[src/hdl/ivau_pkg.sv]
package ivau_pkg;

  // Lane and pipeline shape
  localparam int LANES        = 3;
  localparam int LANE_STAGES  = 7;
  localparam int MERGE_STAGES = 6;
  localparam int PIPE_DEPTH   = LANE_STAGES + MERGE_STAGES;

  // Field widths
  localparam int RAW_W     = 16;
  localparam int QUAT_W    = 32;
  localparam int OUT_W     = 32;
  localparam int CFG_W     = 16;
  localparam int CFG_IDX_W = 2;
  localparam int IN_W      = 3 * RAW_W + 4 * QUAT_W;
  localparam int OUT_DW    = 4 * OUT_W;

  // Internal widths
  localparam int GAIN_W   = 17;  // 16-bit signed word plus a power of two up to 2^15
  localparam int PROD_W   = 64;
  localparam int ACC_W    = 64;  // acceleration in Q29, held within +-2^62
  localparam int VS_W     = 42;  // vector before the offset, held within +-2^40
  localparam int RA_W     = 51;  // gravity-free acceleration in Q16
  localparam int RA_LO_W  = 26;
  localparam int DOT_W    = 44;  // dot product in Q24
  localparam int DOT_LO_W = 22;

  // Fixed-point points and limits
  localparam int VEC_FRAC  = 29;
  localparam int LIM_V_EXP = 40;
  localparam int LIM_A_EXP = 62;
  localparam int RA_SHIFT  = 13;
  localparam int DOT_SHIFT = 21;
  localparam int RES_SHIFT = 24;

  // Register indexes
  localparam logic [CFG_IDX_W-1:0] REG_BIAS_X     = 2'd0;
  localparam logic [CFG_IDX_W-1:0] REG_BIAS_Y     = 2'd1;
  localparam logic [CFG_IDX_W-1:0] REG_BIAS_Z     = 2'd2;
  localparam logic [CFG_IDX_W-1:0] REG_SCALE_WORD = 2'd3;

  // Per-lane operation: vector = a*b +/- c*d, optionally minus one
  typedef struct packed {
    logic sub_cd;
    logic sub_one;
  } lane_op_t;

  // Stage load enables from the pipeline control
  typedef struct packed {
    logic [MERGE_STAGES-1:0] merge_en;
    logic [LANE_STAGES-1:0]  lane_en;
  } pipe_en_t;

endpackage

[src/hdl/ivau_merge.sv]
module ivau_merge
  import ivau_pkg::*;
#(
  parameter int G_TO_MS_Q16 = 642689
) (
  input  logic                     clk_i,
  input  logic [MERGE_STAGES-1:0]  en_i,
  input  logic signed [PROD_W-1:0] prod_i [LANES],
  input  logic signed [OUT_W-1:0]  vert_i [LANES],
  output logic signed [OUT_W-1:0]  vert_o [LANES],
  output logic signed [OUT_W-1:0]  res_o
);

  localparam int G_W    = $clog2(G_TO_MS_Q16 + 1);
  localparam int GS_W   = G_W + 1;
  localparam int S_W    = PROD_W + 1;
  localparam int PL_W   = DOT_LO_W + 1 + GS_W;
  localparam int PH_W   = DOT_W - DOT_LO_W + GS_W;
  localparam int SUM_W  = DOT_W + GS_W + 1;

  localparam logic signed [GS_W-1:0]  G_S     = GS_W'(G_TO_MS_Q16);
  localparam logic signed [S_W-1:0]   DOT_RND = S_W'(1) <<< (DOT_SHIFT - 1);
  localparam logic signed [SUM_W-1:0] RES_RND = SUM_W'(1) <<< (RES_SHIFT - 1);

  // Vector components travel alongside the dot product
  logic signed [OUT_W-1:0] vert_q [MERGE_STAGES][LANES];

  always_ff @(posedge clk_i) begin
    if (en_i[0]) begin
      vert_q[0] <= vert_i;
    end
    for (int k = 1; k < MERGE_STAGES; k++) begin
      if (en_i[k]) begin
        vert_q[k] <= vert_q[k-1];
      end
    end
  end

  // Stage 0: saturating add of the first two lanes
  logic signed [S_W-1:0]    s01;
  logic signed [PROD_W-1:0] s01_q, p2_q;

  assign s01 = S_W'(prod_i[0]) + S_W'(prod_i[1]);

  always_ff @(posedge clk_i) begin
    if (en_i[0]) begin
      s01_q <= (s01[S_W-1] == s01[S_W-2]) ? s01[PROD_W-1:0] :
               {s01[S_W-1], {(PROD_W-1){~s01[S_W-1]}}};
      p2_q  <= prod_i[2];
    end
  end

  // Stage 1: saturating add of the third lane
  logic signed [S_W-1:0]    s;
  logic signed [PROD_W-1:0] s_q;

  assign s = S_W'(s01_q) + S_W'(p2_q);

  always_ff @(posedge clk_i) begin
    if (en_i[1]) begin
      s_q <= (s[S_W-1] == s[S_W-2]) ? s[PROD_W-1:0] : {s[S_W-1], {(PROD_W-1){~s[S_W-1]}}};
    end
  end

  // Stage 2: round dot product to Q24
  logic signed [S_W-1:0]   t;
  logic signed [DOT_W-1:0] dot_q;

  assign t = S_W'(s_q) + DOT_RND;

  always_ff @(posedge clk_i) begin
    if (en_i[2]) begin
      dot_q <= DOT_W'(t >>> DOT_SHIFT);
    end
  end

  // Stage 3: partial products of the unit conversion
  logic signed [PL_W-1:0] pl_q;
  logic signed [PH_W-1:0] ph_q;

  always_ff @(posedge clk_i) begin
    if (en_i[3]) begin
      pl_q <= $signed({1'b0, dot_q[DOT_LO_W-1:0]}) * G_S;
      ph_q <= $signed(dot_q[DOT_W-1:DOT_LO_W]) * G_S;
    end
  end

  // Stage 4: sum partial products
  logic signed [SUM_W-1:0] sum_q;

  always_ff @(posedge clk_i) begin
    if (en_i[4]) begin
      sum_q <= (SUM_W'(ph_q) <<< DOT_LO_W) + SUM_W'(pl_q);
    end
  end

  // Stage 5: round to Q16 and saturate to 32 bits
  logic signed [SUM_W-1:0] r;
  logic signed [OUT_W-1:0] res_q;

  assign r = (sum_q + RES_RND) >>> RES_SHIFT;

  always_ff @(posedge clk_i) begin
    if (en_i[5]) begin
      res_q <= (&r[SUM_W-1:OUT_W-1] || ~|r[SUM_W-1:OUT_W-1]) ? r[OUT_W-1:0] :
               {r[SUM_W-1], {(OUT_W-1){~r[SUM_W-1]}}};
    end
  end

  assign vert_o = vert_q[MERGE_STAGES-1];
  assign res_o  = res_q;

endmodule

[config.mk]
export PLATFORM = sky130hd
export DESIGN_NAME = ivau_merge
export DESIGN_NICKNAME = d
export VERILOG_FILES = /design/src/hdl/ivau_pkg.sv /design/src/hdl/ivau_merge.sv
export SDC_FILE = /design/constraint.sdc
export NUM_CORES = 2
export LEC_CHECK = 0
export BUFFER_PORTS_ARGS = -buffer_cell sky130_fd_sc_hd__buf_2
export CAP_MARGIN = 10
export CORE_ASPECT_RATIO = 0.8
export CORE_MARGIN = 5
export CORE_UTILIZATION = 35
export CTS_CLUSTER_SIZE = 24
export DETAILED_ROUTE_END_ITERATION = 12
export PLACE_DENSITY = 0.53
export SYNTH_ARGS = -nofsm -noshare
export SYNTH_HDL_FRONTEND = slang
export SYNTH_SLANG_ARGS = --single-unit
[constraint.sdc]
create_clock -name clk_i -period 20.3 [get_ports clk_i]
set_input_delay 2.03 -clock clk_i [delete_from_list [all_inputs] [get_ports clk_i]]
set_output_delay 2.03 -clock clk_i [all_outputs]
set_load 0.02 [all_outputs]
Word-level counts from Yosys, hierarchy flattened
Memory sizes are Yosys's and may differ from the RTL's.
Index checks and enable logic that the tools add are counted.
{"block": "totals", "rom_bits": 0, "mem_count": 1, "ram_bits": 576, "wordCells": 40, "reg_bits": 419, "latchBits": 0, "in_bits": 295}
{"block": "op_classes", "shifts": 0, "multipliers": 2, "n_reduce_logical": 4, "eq_ne": 2, "n_mux": 15, "n_div": 0, "n_addsub": 5, "n_lt_le_gt_ge": 0, "bitwise_logic": 3}
{"name": "vert_q", "depth": 6, "width": 96, "read_ports": 6, "rd_ports_with_merged_regs": 0, "wr": 6, "line": "ivau_merge.sv:26", "rtl": "logic signed [OUT_W-1:0] vert_q [MERGE_STAGES][LANES];"}
{"cell": "adder 64 x 64 -> 65 bit", "n": 2}
{"cell": "two-way mux 64 bit", "n": 2}
{"cell": "adder 65 x 43 -> 66 bit", "n": 1}
{"cell": "adder 66 x 25 -> 66 bit (second input constant)", "n": 1}
{"cell": "adder 64 x 22 -> 65 bit (second input constant)", "n": 1}
{"cell": "multiplier 22 x 21 -> 43 bit (second input constant)", "n": 1}
{"cell": "multiplier 22 x 20 -> 42 bit (second input constant)", "n": 1}
{"cell": "two-way mux 32 bit", "n": 1}
{"cell": "two-way mux 1 bit", "n": 12}
{"cell": "AND reduction 11 bit", "n": 1}
{"cell": "OR reduction 11 bit", "n": 1}
{"cell": "NOT 1 bit", "n": 3}
{"cell": "equality test 1 bit", "n": 2}
{"cell": "logical NOT 1 bit", "n": 1}
{"cell": "logical OR 1 bit", "n": 1}

Depth between registers and ports, before layout
{"block": "logic_depth", "word_depth": 5, "depth_mapped": 25}

Worst setup path before layout
OpenSTA, ideal clock, no wires.
{"block": "synth_timing", "path_kind": "flip-flop to flip-flop", "start": "reg dot_q[43]", "end": "reg ph_q[41], data pin", "slack_ns": 13.621, "path_stages_with_launch": 22, "n_path_buf": 1, "setup_time_ns": 0.258, "arrival_time_ns": 6.421, "path_cell_list": "edfxtp_1 > clkbuf_1 > inv_1 > fa_1 > xnor2_1 > xnor2_1 > fa_1 > inv_1 > fa_1 > fa_1 > fa_1 > ha_1 > ha_1 > and3_1 > a221o_1 > a21oi_1 > a21oi_1 > o31ai_1 > nand2_1 > a21bo_2 > a21oi_1 > xnor2_1"}
{"block": "synth_via", "elab_chain_len": 1}
{"element": "start: declaration", "line": "ivau_merge.sv:67", "rtl": "logic signed [DOT_W-1:0] dot_q;"}
{"element": "start signal: assignment", "line": "ivau_merge.sv:73", "rtl": "dot_q <= DOT_W'(t >>> DOT_SHIFT);"}
{"element": "multiplier 22 x 21 -> 43 bit", "line": "ivau_merge.sv:84", "rtl": "ph_q <= $signed(dot_q[DOT_W-1:DOT_LO_W]) * G_S;"}
{"element": "end signal: assignment", "line": "ivau_merge.sv:84"}
{"element": "end: declaration", "line": "ivau_merge.sv:79", "rtl": "logic signed [PH_W-1:0] ph_q;"}
Every way passes these cells.
A chain may end at the register's enable or synchronous reset.

Worst setup path in the final report
{"block": "layout_timing", "start": "reg dot_q[8]", "end": "reg pl_q[41], data pin"}
{"block": "layout_via", "elab_chain_len": 1}
{"element": "multiplier 22 x 20 -> 42 bit", "line": "ivau_merge.sv:83", "rtl": "pl_q <= $signed({1'b0, dot_q[DOT_LO_W-1:0]}) * G_S;"}
{"element": "end signal: assignment", "line": "ivau_merge.sv:83"}
{"element": "end: declaration", "line": "ivau_merge.sv:78", "rtl": "logic signed [PL_W-1:0] pl_q;"}
Every way passes these cells.

==> impl_metrics.toml <==
[run_status]
outcome = "complete, no violations"

[placed_design]
placed_area_um2 = 56720
portBuffers = 422
hpwl_um = 92810
dpl.cell_count = 6245
gp_congestion = 0.8963

[clock_tree]
cts_resized = 0
hold_buffers = 0
clk_pin_slew_ns = 0.06
numCtsBuffers = 96
clkLatencyLatePin_ns = 0.72
cts_tree = "built"
clkSinkCount = 930
htreeDepth = 3
cts_root_buffer = "clkbuf_16"
post-cts-setup-buffers = 0
cts_buffer_depth = 3

[sta]
tns_ns = 0
period_share_pct = 34.97
rsz0062_at_grt = "no"
hold_viol = 0
finalSetupViolCount = 0
relSlewSlack_pct = 32.36
fmax_mhz = 140.9
finalMaxSlewViolations = 0
worst_pin_slew_ns = 1.012
fin_skew_ns = 0.08240
fin_crit_ns = 7.099

[worst_setup_path]
end_kind = "flip-flop"
cpMostUsedCell = "fa_1"
startpoint_type = "flip-flop"
crit_path_cell_trace = "ha_1 -> fa_1 -> fa_1 -> fa_1 -> fa_1 -> ha_1 -> inv_1 -> fa_1 -> inv_1 -> ha_1 -> and4_1 -> and4_1 -> a41oi_1 -> o211ai_1 -> o31a_1 -> o31ai_1 -> a21oi_1 -> o41ai_1 -> o21bai_1 -> a21oi_1 -> xnor2_1"
crit_required_ns = 20.71
cpMaxStageDelayCell = "edfxtp_1"
worstPathArrival_ns = 7.51
path_class = "reg -> reg"
critPathMaxFanout = 9
slowest_delay_ns = 0.63

[die]
start_util_pct = 35.33
num_rows = 126
ioPinCount = 423
die_w_um = 442.2
fp.dieH_um = 355.8
dieArea_um2 = 157300
core-area_um2 = 148000

[layout]
mostFrequentLayoutCell = "edfxtp_1"
nFillCells = 13920
fin_util_pct = 40.41
fin_nets = 5448
final_area_um2 = 59820
layout_common_cells = "930 x edfxtp_1, 517 x ha_1, 416 x buf_2, 387 x inv_1, 277 x fa_1"
syn_to_final_growth_pct = 14.37
stdcell_count = 6428
drive_gt1_share_pct = 14.85

[logic_synthesis]
ys_types = 85
synth_area_leaders = "edfxtp_1 53%, ha_1 12%, fa_1 11%"
synth_edf_count = 930
syn_inst = 3899
ys_seq_area_share_pct = 53.39
synth.cell_area_um2 = 52310
postSynthAreaPerCell_um2 = 13.42
yosys.area.top_type = "edfxtp_1"
async_reset_ff_share_pct = 0
syn_nets = 4988
yosys_most_used_dff = "edfxtp_1"
ys_seq_elements = 930
yosysWarnings = 0
synth.top_cell.area_share_pct = 53.39

[detailed_routing]
wl_um = 120100
route.detailed.drc = 0
ant_nets = 0
wl_per_cell_um = 18.68
dr.pass1.iters = 5
via_count = 30710
dr.first_iter.drc_count = 1862
vias_per_cell = 4.777

[global_route]
grt_pass1_wl_um = 187100
antenna_found_initial = 18
grt_pass1_vias = 31620
gr-total-overflow = 0
track_usage_pct = 15.08
grt_max_degree = 103

[worst_hold_path]
hp-class = "reg -> reg"

[job]
drv_cap = 0
-- synthesized netlist by cell type (6+ instances only) --
cell,count
nor4_1,13
o211ai_1,13
nor4b_1,7
or3_1,11
inv_1,387
nor2b_1,17
a211o_1,7
o41ai_1,7
a21oi_1,260
xnor2_1,154
buf_6,6
o21bai_1,31
nand2b_1,25
nand3_1,68
a21o_1,93
and2_1,21
o31ai_1,7
nor3b_1,7
fa_1,277
nand4_1,47
a21oi_2,31
or2_2,13
nor3_1,47
xor2_1,115
o2111ai_1,6
clkbuf_1,59
a31oi_1,27
edfxtp_1,930
o21a_1,23
nand2_1,187
a211oi_1,21
buf_2,7
nor2_1,156
a31o_2,8
and3_1,30
o21ai_0,162
a41oi_1,7
and4_1,13
ha_1,517
-- state kept, by name (all words and copies together) (netlist names) --
register	cells
dot_q	44
p2_q	64
ph_q	43
pl_q	20
res_o	32
s01_q	64
s_q	44
sum_q	43
vert_q	576
-- worst max-delay path, delay by kind of cell, from the launching register on --
family,cells,cell delay [ns]
flip-flops,1,0.63
XOR/XNOR,1,0.08
AO/OA/AOI/OAI,8,2.14
adder cells (fa/ha/maj),8,3.48
buffers and inverters,2,0.09
AND/OR/NAND/NOR,2,0.43
-- per-stage QoR --
stage                     hold WS [ns]  worst slack [ns]
after floorplan                 0.4003             13.62
after global placement          0.4003             13.17
after detailed placement        0.4045             13.13
after CTS                       0.3836             13.13
after global routing            0.3876             12.72
final                           0.3815             13.20
-- layout make-up --
type,instances,area [um2],share of cell area [%]
diodes,6,15.01,0.02510
clock buffers,117,2502,4.183
clock inverters,60,583.1,0.9747
inverters,387,1453,2.428
multi-input cells,2508,22600,37.78
flip-flops and latches,930,27930,46.68
well taps,1984,2482,4.150
repair buffers,436,2255,3.769
-- worst paths after layout --
path	startpoint	endpoint	slack, ns	depth (start not counted)
setup / recovery	dot_q[8]	pl_q[41]	13.20	21
setup reg to reg	dot_q[8]	pl_q[41]	13.20	21
hold / removal	vert_q[0][40]	vert_q[1][40]	0.38	0
hold reg to reg	vert_q[0][40]	vert_q[1][40]	0.38	0
-- cell families after synthesis --
logic type / synth area share [%]
flip-flops: 53.39
adder cells (fa/ha/maj): 23.03
AO/OA/AOI/OAI: 9.009
AND/OR/NAND/NOR: 6.542
buffers and inverters: 3.414
XOR/XNOR: 4.535
multiplexers: 0.08133
-- routing by layer --
| metal | up-vias | share of wire, % | GRT usage, % |
|---|---|---|---|
| li1 | 15090 | - | - |
| met1 | 14780 | 48 | 21.59 |
| met2 | 661 | 46 | 24.20 |
| met3 | 168 | 4.1 | 2.305 |
| met4 | 8 | 2.1 | 3.681 |
| met5 | - | 0.040 | 0 |
Power is not shown: default switching activity piles up to over one toggle a cycle in this logic, so the estimate is an artifact.
