[src/hdl/ivau_pkg.sv]
package ivau_pkg;

  // Lane and pipeline shape
  localparam int LANES        = 3;
  localparam int LANE_STAGES  = 7;
  localparam int MERGE_STAGES = 6;
  localparam int PIPE_DEPTH   = LANE_STAGES + MERGE_STAGES;

  // Field widths
  localparam int RAW_W     = 16;
  localparam int QUAT_W    = 32;
  localparam int OUT_W     = 32;
  localparam int CFG_W     = 16;
  localparam int CFG_IDX_W = 2;
  localparam int IN_W      = 3 * RAW_W + 4 * QUAT_W;
  localparam int OUT_DW    = 4 * OUT_W;

  // Internal widths
  localparam int GAIN_W   = 17;  // 16-bit signed word plus a power of two up to 2^15
  localparam int PROD_W   = 64;
  localparam int ACC_W    = 64;  // acceleration in Q29, held within +-2^62
  localparam int VS_W     = 42;  // vector before the offset, held within +-2^40
  localparam int RA_W     = 51;  // gravity-free acceleration in Q16
  localparam int RA_LO_W  = 26;
  localparam int DOT_W    = 44;  // dot product in Q24
  localparam int DOT_LO_W = 22;

  // Fixed-point points and limits
  localparam int VEC_FRAC  = 29;
  localparam int LIM_V_EXP = 40;
  localparam int LIM_A_EXP = 62;
  localparam int RA_SHIFT  = 13;
  localparam int DOT_SHIFT = 21;
  localparam int RES_SHIFT = 24;

  // Register indexes
  localparam logic [CFG_IDX_W-1:0] REG_BIAS_X     = 2'd0;
  localparam logic [CFG_IDX_W-1:0] REG_BIAS_Y     = 2'd1;
  localparam logic [CFG_IDX_W-1:0] REG_BIAS_Z     = 2'd2;
  localparam logic [CFG_IDX_W-1:0] REG_SCALE_WORD = 2'd3;

  // Per-lane operation: vector = a*b +/- c*d, optionally minus one
  typedef struct packed {
    logic sub_cd;
    logic sub_one;
  } lane_op_t;

  // Stage load enables from the pipeline control
  typedef struct packed {
    logic [MERGE_STAGES-1:0] merge_en;
    logic [LANE_STAGES-1:0]  lane_en;
  } pipe_en_t;

endpackage

[src/hdl/ivau_pipe_ctrl.sv]
module ivau_pipe_ctrl
  import ivau_pkg::*;
(
  input  logic     clk_i,
  input  logic     rst_ni,
  input  logic     in_valid_i,
  output logic     in_ready_o,
  output logic     out_valid_o,
  input  logic     out_ready_i,
  output pipe_en_t en_o
);

  logic [PIPE_DEPTH-1:0] valid_q, valid_d;
  logic [PIPE_DEPTH-1:0] en;
  logic [PIPE_DEPTH-1:0] shift_in;

  // A stage may load when the output drains or a bubble sits at or after it
  always_comb begin
    for (int k = 0; k < PIPE_DEPTH; k++) begin
      en[k] = out_ready_i || (|(~valid_q & ({PIPE_DEPTH{1'b1}} << k)));
    end
  end

  // Advance valid bits where enabled, hold elsewhere
  assign shift_in = {valid_q[PIPE_DEPTH-2:0], in_valid_i};
  assign valid_d  = (en & shift_in) | (~en & valid_q);

  always_ff @(posedge clk_i or negedge rst_ni) begin
    if (!rst_ni) begin
      valid_q <= '0;
    end else begin
      valid_q <= valid_d;
    end
  end

  assign in_ready_o      = en[0];
  assign out_valid_o     = valid_q[PIPE_DEPTH-1];
  assign en_o.lane_en    = en[LANE_STAGES-1:0];
  assign en_o.merge_en   = en[PIPE_DEPTH-1:LANE_STAGES];

endmodule

[config.mk]
export PLATFORM = sky130hd
export DESIGN_NAME = ivau_pipe_ctrl
export DESIGN_NICKNAME = d
export VERILOG_FILES = /design/src/hdl/ivau_pkg.sv /design/src/hdl/ivau_pipe_ctrl.sv
export SDC_FILE = /design/constraint.sdc
export NUM_CORES = 1
export LEC_CHECK = 0
export ABC_AREA = 1
export BUFFER_PORTS_ARGS = -buffer_cell sky130_fd_sc_hd__buf_2
export CORE_AREA = 3 3 40 42
export CTS_CLUSTER_SIZE = 30
export DETAILED_ROUTE_END_ITERATION = 16
export DIE_AREA = 0 0 43 45
export HOLD_SLACK_MARGIN = 0.12
export PLACE_DENSITY_LB_ADDON = 0.15
export SETUP_SLACK_MARGIN = 0.4
export SYNTH_ARGS = -nofsm -noshare
export SYNTH_HDL_FRONTEND = slang
export SYNTH_SLANG_ARGS = --single-unit
export TNS_END_PERCENT = 10
[constraint.sdc]
create_clock -name clk_i -period 2 [get_ports clk_i]
set_input_delay 0.2 -clock clk_i [delete_from_list [all_inputs] [get_ports clk_i]]
set_output_delay 0.2 -clock clk_i [all_outputs]
set_load 0.02 [all_outputs]
**Word level (Yosys, flattened, before mapping)**

Cells that the tools add are included.

- Memory bits (writable): 0
- Input bits: 4
- Output and inout bits: 15
- Bits in latches: 0
- Memories: 0
- Bits in registers: 13
- Word-level logic and storage cells: 31
- Bits in read-only memories: 0

- $lt $le $gt $ge: 0
- Div/mod/pow operators: 0
- Equal/unequal tests: 0
- Add/sub/neg operators: 0
- Shift operators: 0
- Bitwise gates (word level): 5
- Muxes and demuxes: 0
- Reductions and logical operators: 25
- $mul: 0

Operators by type and width:

| operator | count |
|---|---|
| $and 13x13->13 | 2 |
| $not 13->13 | 2 |
| $logic_or 1x1->1 | 13 |
| $or 13x13->13 | 1 |
| $reduce_or 13->1 | 1 |
| $reduce_or 12->1 | 1 |
| $reduce_or 11->1 | 1 |
| $reduce_or 10->1 | 1 |
| $reduce_or 9->1 | 1 |
| $reduce_or 8->1 | 1 |
| $reduce_or 7->1 | 1 |
| $reduce_or 6->1 | 1 |
| $reduce_or 5->1 | 1 |
| $reduce_or 4->1 | 1 |
| $reduce_or 3->1 | 1 |
| $reduce_or 2->1 | 1 |

**Longest topological paths before layout**

Gate-level depths: netlist of the first run.

- Word-level depth: 6
- Depth in mapped cells: 6
- Gate-level depth less buffers: 6

**Worst setup path after synthesis of the first run**

OpenSTA, ideal clock, no wires.

- Path type: reg2out
- Start point: register (tool-made name)
- End point: output en_o[0] (netlist bit)
- Arrival time: 1,338 ps
- Cell stages (with the launch flop): 5
- Data required time: 1,800 ps
- Setup slack: 462 ps
- Cell sequence: dfrtp_1 > nand3_1 > nor2_1 > nand4_1 > buf_4

RTL lines:

| item | line | source |
|---|---|---|
| end: declaration | ivau_pipe_ctrl.sv:10 | `output pipe_en_t en_o` |

==> results of run 1 <==
==> tightest hold or removal path: cells and delay by family <==
| kind | cells | cell delay, ns |
|---|---|---|
| AND/OR/NAND/NOR | 2 | 0.11 |
| buffers and inverters | 2 | 0.16 |
==> metrics by stage <==
stage	std cells	setup slack, ns
after global routing	109	0.3304
after global placement	102	0.7356
after CTS	108	0.4306
after floorplan	70	0.4624
final	109	0.4328
after detailed placement	102	0.7460
==> synth_stat cells <==
library cell	count
sky130_fd_sc_hd__dfrtp_1	13
sky130_fd_sc_hd__nand4_1	2
sky130_fd_sc_hd__nand2_2	3
sky130_fd_sc_hd__nor2_4	1
sky130_fd_sc_hd__nor3_1	1
sky130_fd_sc_hd__nand3_1	4
sky130_fd_sc_hd__nor2_1	3
sky130_fd_sc_hd__nand2_1	21
sky130_fd_sc_hd__inv_1	17
sky130_fd_sc_hd__nor2_2	1
sky130_fd_sc_hd__or2_2	3
sky130_fd_sc_hd__buf_4	1
==> power groups by stage <==
| stage | clock [W] | sequential (W) | combinational (W) |
|---|---|---|---|
| floorplan | 0 | 0.000329 | 0.000206 |
| global placement | 0 | 0.000333 | 0.000279 |
| detailed placement | 0 | 0.000334 | 0.000285 |
| CTS | 0.000168 | 0.000328 | 0.000290 |
| global route | 0.000185 | 0.000334 | 0.000315 |
| finish | 0.000163 | 0.000328 | 0.000286 |
==> layer usage <==
layer / part of all wire [%] / track usage [%]
met5: 0 / 0
met4: 3.9 / 12.65
met3: 5.5 / 3.187
met2: 45 / 18.86
met1: 45 / 16.84
==> final cells by class <==
type | instances | area, um2
Timing Repair Buffer | 21 | 117.6
Clock buffer | 4 | 26.28
Tap cell | 15 | 18.77
Multi-Input combinational cell | 39 | 182.7
Inverter | 17 | 63.81
Fill cell | 121 | 550.5
Sequential cell | 13 | 325.3
==> cells in the final DEF, fill, tap and decap left out <==
cell / n
sky130_fd_sc_hd__buf_2: 18
sky130_fd_sc_hd__buf_4: 1
sky130_fd_sc_hd__clkbuf_1: 1
sky130_fd_sc_hd__clkbuf_4: 3
sky130_fd_sc_hd__dfrtp_1: 13
sky130_fd_sc_hd__dlygate4sd3_1: 2
sky130_fd_sc_hd__inv_1: 17
sky130_fd_sc_hd__nand2_1: 21
sky130_fd_sc_hd__nand2_2: 3
sky130_fd_sc_hd__nand3_1: 4
sky130_fd_sc_hd__nand4_1: 2
sky130_fd_sc_hd__nor2_1: 3
sky130_fd_sc_hd__nor2_2: 1
sky130_fd_sc_hd__nor2_4: 1
sky130_fd_sc_hd__nor3_1: 1
sky130_fd_sc_hd__or2_2: 3
==> final timing paths <==
path                              from                         end  cells past startpoint
setup / recovery             flip-flop                     en_o[0]                      4
hold / removal             out_ready_i                   flip-flop                      4
setup reg to reg             flip-flop                   flip-flop                      5
hold reg to reg              flip-flop                   flip-flop                      2
max in group asynchronous       rst_ni  asynchronous set/reset pin                      2
min in group asynchronous       rst_ni  asynchronous set/reset pin                      2
==> kinds of logic after synthesis <==
| logic type | after synthesis | share of synthesized area [%] |
|---|---|---|
| buffers and inverters | 18 | 12.31 |
| and+or+nand+nor | 39 | 31.53 |
| DFF | 13 | 56.16 |
==> repair_timing <==
action                                  CTS  global route
setup buffers                             0             1
hold buffers                              2             0
endpoints found under the hold margin    14             0
endpoints found under the setup margin    0            10
==> results.txt, run 1 <==
* Status: finished clean
- LEAKAGE: about 0.44 nW
- The largest total area in the synthesized netlist belongs to sky130_fd_sc_hd__dfrtp_1.
- Critical path, cell by cell: nand3_1 > nor2_1 > nand4_1 > buf_2
- After layout, the worst path uses 78.36% of the clock period.
- The tree built by TritonCTS fans out to 13 sinks.
- In this run the horizontal extent of the chip is 43 um.
* Core Rows: 13
- Headroom to the max-slew limit came out at 81.46%.
- Sum of overflow across all layers after global routing: 0
- TritonCTS clock tree: done
- DR pass1 iterations: 4
* Buffer levels on the longest clock path: 2
* Depth of the CTS H-tree: 1
- After detailed routing, the number of remaining DRC violations is 0.
* Detail-routed via count per cell: 4.404
- Together, buffers and inverters on the worst path number 1.
- Counting flops and latches in the post-synthesis netlist gives 13.
* Setup crit end kind: output pin
* Standard cell core area: between 0.001 and 0.0015 mm2
- Once detail routing completed, the nets flagged for antenna violations numbered 0.
- WP data required: 1.80 ns
* Total internal power: roughly 0.00047 W
- Max stage delay on crit path: roughly 0.40 ns
- Adding up every negative setup slack in the final design gives 0 ns.
- The worst setup path is launched from a flip-flop.
- The congestion estimate from routability-driven global placement came to 0.7486.
- Fraction of layout cells with a size suffix above 1: between 30% and 40%
- Setup repair after global routing could not meet its margin everywhere.
- Per-cell routed wire length: 9.982 um
* Clk root buf: sky130_fd_sc_hd__clkbuf_4
- Sequential cells were found to cover around 56% of the synthesized design area.
- Grouping stages by cell kind, the critical path spends the most delay in simple AND/OR/NAND/NOR gates.
- For the pin with the worst max-slew slack, the measured transition is 0.2771 ns.
- The HPWL after detailed placement is roughly 850 um.
- Final Core Density: 57.16%
- Inserted Clock Buffers: 3
- STA puts the critical path data arrival time at about 1.4 ns.
- The hold violation count in the final report is 0.
- Net switching is 39.22% of the power.
* Portion of total power attributed to the clock network: 20.9%
* Total of buffers placed on input and output ports: 18
- Across all hold checks on the routed design, the worst slack comes to 0.2208 ns.
* Final antenna diode count: 0
- Total power for the finished layout comes to 0.0007770 W.
- Counting every instance in the synthesized netlist gives 70.
- Counting distinct cell types in the post-synthesis netlist gives 12.
* WS Path Type: reg -> out
* Die area: 0.001935 mm2
- In this run, post-CTS repair resized a total of 0 instances.
* Number of violations reported at the end of detailed-routing iteration 0: 4
- Total nets after synthesis: 74
* Vert. Die Dim: 45 um
- In this run the count of I/O pins placed on the die edge is 19.
- Derived from the worst setup path, the maximum achievable clock frequency is 638.1 MHz.
* Largest net degree at the start of global routing: 14
- NetSw: 0.0003047 W
- Top-area cell type share of the netlist area: 56.16%
- The number of global-route vias before repair is 447.
- Initial standard-cell utilization of the core: 45.08%
* Worst Clk Skew: slightly above 0.0007 ns
- Worst-case vdd ir drop: 0.0005817 V
- The final count of pins violating max slew came to 0.
- The worst hold path belongs to the class in -> reg.
- Sequential share of power: 42.2%
* Synthesis warning total: 0
- Part of the total power dissipated in combinational logic: around 37%
- The worst path needs between 1.5 and 2 ns of the cycle, external delays included.
- Across all register-to-register paths, the minimum setup slack is 0.92 ns.
* CP max-delay cell: sky130_fd_sc_hd__dfrtp_1
- With fillers left out, the area of the finished cells amounts to ~730 um2.
* Worst-Skew Late Latency: about 0.28 ns
- Along the worst path, the maximum fanout reaches 5.
* Cell area after synthesis: 579.3 um2
- Power density over the cells: 1058 mW/mm2
* Max-cap violations: 0
- Area growth, synth to finish: 26.78%
* First-pass GRT wire length: 1.821 mm
* Nets: 99
- Setup violations remaining at the end of the flow were counted as 0.
- For this run, the total global-route usage over all layers was measured as 13.41%.
- After detailed placement, the total cell area comes to a little under 700 um2.
- The number of antenna violations at the first check in global routing is 0.
- Wirelength, routed: roughly 1.1 mm
* Clock transition at the register clock pins on the worst setup and hold paths after CTS: 0.07 ns
- Detailed routing inserted a total of 480 vias.
* Mean instance size in the synthesized netlist: between 8 and 9 um2
- Largest cells by area after synthesis: sky130_fd_sc_hd__dfrtp_1 56%, sky130_fd_sc_hd__nand2_1 14%, sky130_fd_sc_hd__inv_1 11%
(Power assumes the default switching activity.)
==> run 2, diff against run 1 <==
--- a/config.mk
+++ b/config.mk
@@ -5,7 +5,7 @@
 export SDC_FILE = /design/constraint.sdc
 export NUM_CORES = 1
 export LEC_CHECK = 0
-export ABC_AREA = 1
+export ABC_AREA = 0
 export BUFFER_PORTS_ARGS = -buffer_cell sky130_fd_sc_hd__buf_2
 export CORE_AREA = 3 3 40 42
 export CTS_CLUSTER_SIZE = 30
==> constraint.sdc (replaced) <==
create_clock -name clk_i -period 1.55 [get_ports clk_i]
set_input_delay 0.155 -clock clk_i [delete_from_list [all_inputs] [get_ports clk_i]]
set_output_delay 0.155 -clock clk_i [all_outputs]
set_load 0.02 [all_outputs]
==> run 2 against run 1 <==
  * The flow now finishes with violations (setup timing)
  * Power is 84% higher
  * Via count is 27% higher
  * Sequential power is 37% higher
  * Largest power group is now combinational logic
  * Highest routed layer unchanged
==> results.txt, run 2 <==
- Status: finished, violations left (was finished clean).
* Violations in the final reports: setup timing
- Number of global-route vias before repair: 606 (was 447)
- Transition time at the pin with the least slew margin: 0.2965 ns (was 0.2771 ns)
- The commonest non-fill, non-tap cell in the layout is sky130_fd_sc_hd__buf_4 (was sky130_fd_sc_hd__nand2_1).
- The clock share of power was 15.1% (was 20.9%).
* Largest cells by area after synthesis: sky130_fd_sc_hd__dfrtp_1 54%, sky130_fd_sc_hd__nand2b_1 4.1%, sky130_fd_sc_hd__a21o_1 3.7% (was sky130_fd_sc_hd__dfrtp_1 56%, sky130_fd_sc_hd__nand2_1 14%, sky130_fd_sc_hd__inv_1 11%)
* Critical path, cell by cell: and4b_2 > inv_6 > or4_4 > buf_6 (was nand3_1 > nor2_1 > nand4_1 > buf_2)
- The width of the die is 43 um (unchanged).
- The maximum fanout along the worst path came to 6 (was 5).
- Fraction of the yosys area taken by sequential cells: 53.72% (was 56.16%)
- Register cell area after layout: 326.6 um2 (was 325.3 um2)
- The insertion delay to the later sink of the worst-skew pair was 0.28 ns (about the same).
* Sw frac: 39.87% (was 39.22%)
* Portion of the clock cycle consumed by the worst path in the final layout: 116.8%
- M1 GR Usage: 21.91% (was 16.84%)
* Crit path DAT: 1.65 ns (was 1.37 ns)
* Via count of the routed design: 611 (was 480)
- Total of buffers placed on input and output ports: 18 (unchanged)
* Class of the worst hold path: in -> reg (unchanged)
- The height of the chip is 45 um (unchanged).
* Startpoint types: flip-flop (unchanged)
- Commonest cells after routing, fill and taps aside: 22 x sky130_fd_sc_hd__buf_4, 12 x sky130_fd_sc_hd__dfrtp_1, 8 x sky130_fd_sc_hd__buf_2, 8 x sky130_fd_sc_hd__buf_6, 5 x sky130_fd_sc_hd__inv_1 (was 21 x sky130_fd_sc_hd__nand2_1, 18 x sky130_fd_sc_hd__buf_2, 17 x sky130_fd_sc_hd__inv_1, 13 x sky130_fd_sc_hd__dfrtp_1, 4 x sky130_fd_sc_hd__nand3_1).
- The routed wire length is 1.857 mm (was 1.088 mm).
- Count of unique library cells instantiated by Yosys: 20 (was 12)
- The largest voltage drop on the vdd net is 0.0008760 V (was 0.0005817 V).
- Gr usage total: 20.12% (was 13.41%)
- Per-cell routed wire length: 16.43 um (was 9.982 um)
- The number of instances in the synthesized netlist came to 56 (was 70).
- Busiest grt layer: met2 (unchanged)
- Final Hold Vio Count: 0 (unchanged)
- The area of the multi-input gates came to 285.3 um2 (was 182.7 um2).
- The yosys synthesis warning count was 0 (unchanged).
* WS Path Type: reg -> out (unchanged)
- The max-slew headroom at the worst pin came to 80.23% (was 81.46%).
- Top cells by instance count after synthesis: 13 x sky130_fd_sc_hd__dfrtp_1, 6 x sky130_fd_sc_hd__inv_1, 4 x sky130_fd_sc_hd__nand2_1, 4 x sky130_fd_sc_hd__nand2b_1, 4 x sky130_fd_sc_hd__nand3_1 (was 21 x sky130_fd_sc_hd__nand2_1, 17 x sky130_fd_sc_hd__inv_1, 13 x sky130_fd_sc_hd__dfrtp_1)
- The clock tree from TritonCTS is done (unchanged).
- Post-Place Cells: 99 (was 102)
* Endpoints failing setup: 9 (was 0)
- Top_reg_cell synth: sky130_fd_sc_hd__dfrtp_1 (unchanged)
* IO Count: 19 (unchanged)
* CP max-delay cell: sky130_fd_sc_hd__or4_4 (was sky130_fd_sc_hd__dfrtp_1)
* Sum Neg Setup Slack: -1.404 ns (was 0 ns)
- First-pass GRT wire length: 2.753 mm (was 1.821 mm)
- Detail-routed via count per cell: 5.407 (was 4.404)
* Sequential share of power: 31.4% (was 42.2%)
* Clk root buf: sky130_fd_sc_hd__clkbuf_4 (unchanged)
* Largest delay contributor family on the critical path: simple AND/OR/NAND/NOR gates (unchanged)
- Met2 capacity usage during global routing: 31.74% (was 18.86%)
- After layout, the minimum clock period comes to 1.810 ns.
- The final global-route overflow total came to 0 (unchanged).
- Largest area contributor in the netlist: sky130_fd_sc_hd__dfrtp_1 (unchanged)
- The kind of end point of the critical path is an output pin (unchanged).
- Post-placement setup slack: 0.02058 ns (was 0.7460 ns)
- The final count of pins violating max slew came to 0 (unchanged).
- Post-route setup slack: -0.2599 ns (was 0.4328 ns)
- Worst Clk Skew: 0.008507 ns (was 0.0007140 ns)
- The total leakage power is 0.4693 nW (was 0.4400 nW).
* Mean instance size in the synthesized netlist: 10.81 um2 (was 8.276 um2)
* Total nets after synthesis: 60 (was 74)
- The count of nets after finishing came to 103 (was 99).
- Number of antenna violations at the first check in global routing: 0 (unchanged)
* Largest net degree at the start of global routing: 14 (unchanged)
- The fraction of power consumed by combinational cells is 53.6% (was 36.8%).
- The standard-cell row count came to 13 (unchanged).
- The count of antenna diodes in the layout is 0 (unchanged).
- The met3 usage came to 5.578% (was 3.187%).
- The share of the synthesized area in the top cell type was 53.72% (was 56.16%).
- The clock transition at the registers of the reported paths came to 0.09 ns (was 0.07 ns).
* Number of remaining DRC errors: 0 (unchanged)
- The cell with the most instances after synthesis is sky130_fd_sc_hd__dfrtp_1 (was sky130_fd_sc_hd__nand2_1).
- The internal portion of total power was 0.0008611 W (was 0.0004723 W).
- Final weighted congestion of routability-driven global placement: 0.7259 (was 0.7486)
* Power density over the cells: 1425 mW/mm2 (was 1058 mW/mm2)
* WP data required: 1.39 ns (was 1.80 ns)
- The count of max-cap constraint violations came to 0 (unchanged).
- The initial detailed-routing violation count is 11 (was 4).
- Depth of the CTS H-tree: 1 (unchanged)
- Setup repair after global routing missed its margin: true (unchanged)
- The area of the die is 0.001935 mm2 (unchanged).
- The core area was 0.001285 mm2 (unchanged).
- Fmax: 552.5 MHz
- The number of sinks on the clock net is 13 (unchanged).
- Area growth, synth to finish: 65.91% (was 26.78%)
- The initial core utilization came to 47.13% (was 45.08%).
- Final instance count without filler cells: 113 (was 109)
* Antenna-violating nets left: 0 (unchanged)
- Count of flip-flops with a built-in enable after synthesis: 0 (unchanged)
* Max stage delay on crit path: 0.52 ns (was 0.40 ns)
- The filler cell count is 93 (was 121).
- DR pass1 iterations: 4 (unchanged)
* Inserted Clock Buffers: 3 (unchanged)
- Async set or reset register ratio after synthesis: 100.0% (unchanged)
- The overall power came to 0.001432 W (was 0.0007770 W).
- The count of buffering cells on the critical path with inverters included came to 2 (was 1).
* Detailed placer's ending HPWL: 1.040 mm (was 850.2 um)
* Cell area after synthesis: 605.6 um2 (was 579.3 um2)
- Buffer levels on the longest clock path: 2 (unchanged)
* NetSw: 0.0005711 W (was 0.0003047 W)
- The share of final-layout standard cells stronger than drive strength 1 is 56.12% (was 31.91%).
* Synthesized flop and latch total: 13 (unchanged)
run 2: cell count changes after synthesis, sizes merged, moves of 4 or more:
cell | before | now
nand2 | 24 | 4
inv | 17 | 7
nand2b | 0 | 4
nor2 | 5 | 0
run 2: layout make-up:
type	instances	share of cell area [%]
inverter	7	3.113
timing repair buffer	40	31.38
clock buffer	3	2.242
tap	15	1.868
multi-input combinational	34	28.39
clock inverter	1	0.4981
sequential	13	32.50
run 2: worst register-to-register path: stages (launching register included):
cell and delay, ns:
sky130_fd_sc_hd__dfrtp_2 0.41, sky130_fd_sc_hd__buf_4 0.13, sky130_fd_sc_hd__buf_4 0.12, sky130_fd_sc_hd__and3b_1 0.18, sky130_fd_sc_hd__buf_4 0.16, sky130_fd_sc_hd__a31o_2 0.24
run 2: cell families after synthesis:
family,count (synthesis),synth area share (%)
and+or+nand+nor,24,24.79
DFF,13,53.72
AOI/OAI and AO/OA,10,13.22
buffers and inverters,9,8.265
run 2: timing repair:
item | 4_1_cts | 5_1_grt
endpoints found under the hold margin | 14 | 0
resized for setup | 21 | 7
buffers inserted | 3 | 5
pin swaps | 5 | 4
hold buffers | 2 | 0
endpoints found under the setup margin | 19 | 25
run 2: per-stage QoR:
step | hold slack, ns | cell area, um2 | util, %
floorplan | -0.1406 | 610.6 | -
global route | 0.2290 | 1005 | 78.19
detailed placement | 0.05142 | 787.0 | 61.25
finish | 0.2017 | 1005 | 78.19
global placement | 0.05224 | 787.0 | 61.25
CTS | 0.1899 | 932.1 | 72.54
run 2: worst paths after layout:
path / from / to / slack [ns] / depth (start not counted)
setup / recovery: flip-flop / en_o[1] / -0.26 / 4
hold / removal: out_ready_i / flip-flop / 0.20 / 3
setup reg to reg: flip-flop / flip-flop / 0.20 / 5
hold reg to reg: flip-flop / flip-flop / 0.46 / 2
max in group asynchronous: rst_ni / asynchronous set/reset pin / 1.02 / 2
min in group asynchronous: rst_ni / asynchronous set/reset pin / 0.29 / 2
run 2: layer usage:
| metal | up-vias | share of wire (%) |
|---|---|---|
| met4 | 0 | 3.8 |
| met5 | - | 0 |
| met2 | 21 | 51 |
| met1 | 293 | 41 |
| met3 | 8 | 4.3 |
| li1 | 289 | - |
run 2: power groups by stage:
stage / Clock [W] / Sequential (W) / Combinational [W]
6_report: 0.000216 / 0.000449 / 0.000768
5_1_grt: 0.000240 / 0.000455 / 0.000817
4_1_cts: 0.000222 / 0.000446 / 0.000669
3_5_place_dp: 0 / 0.000453 / 0.000553
3_3_place_gp: 0 / 0.000453 / 0.000537
2_1_floorplan: 0 / 0.000470 / 0.000306
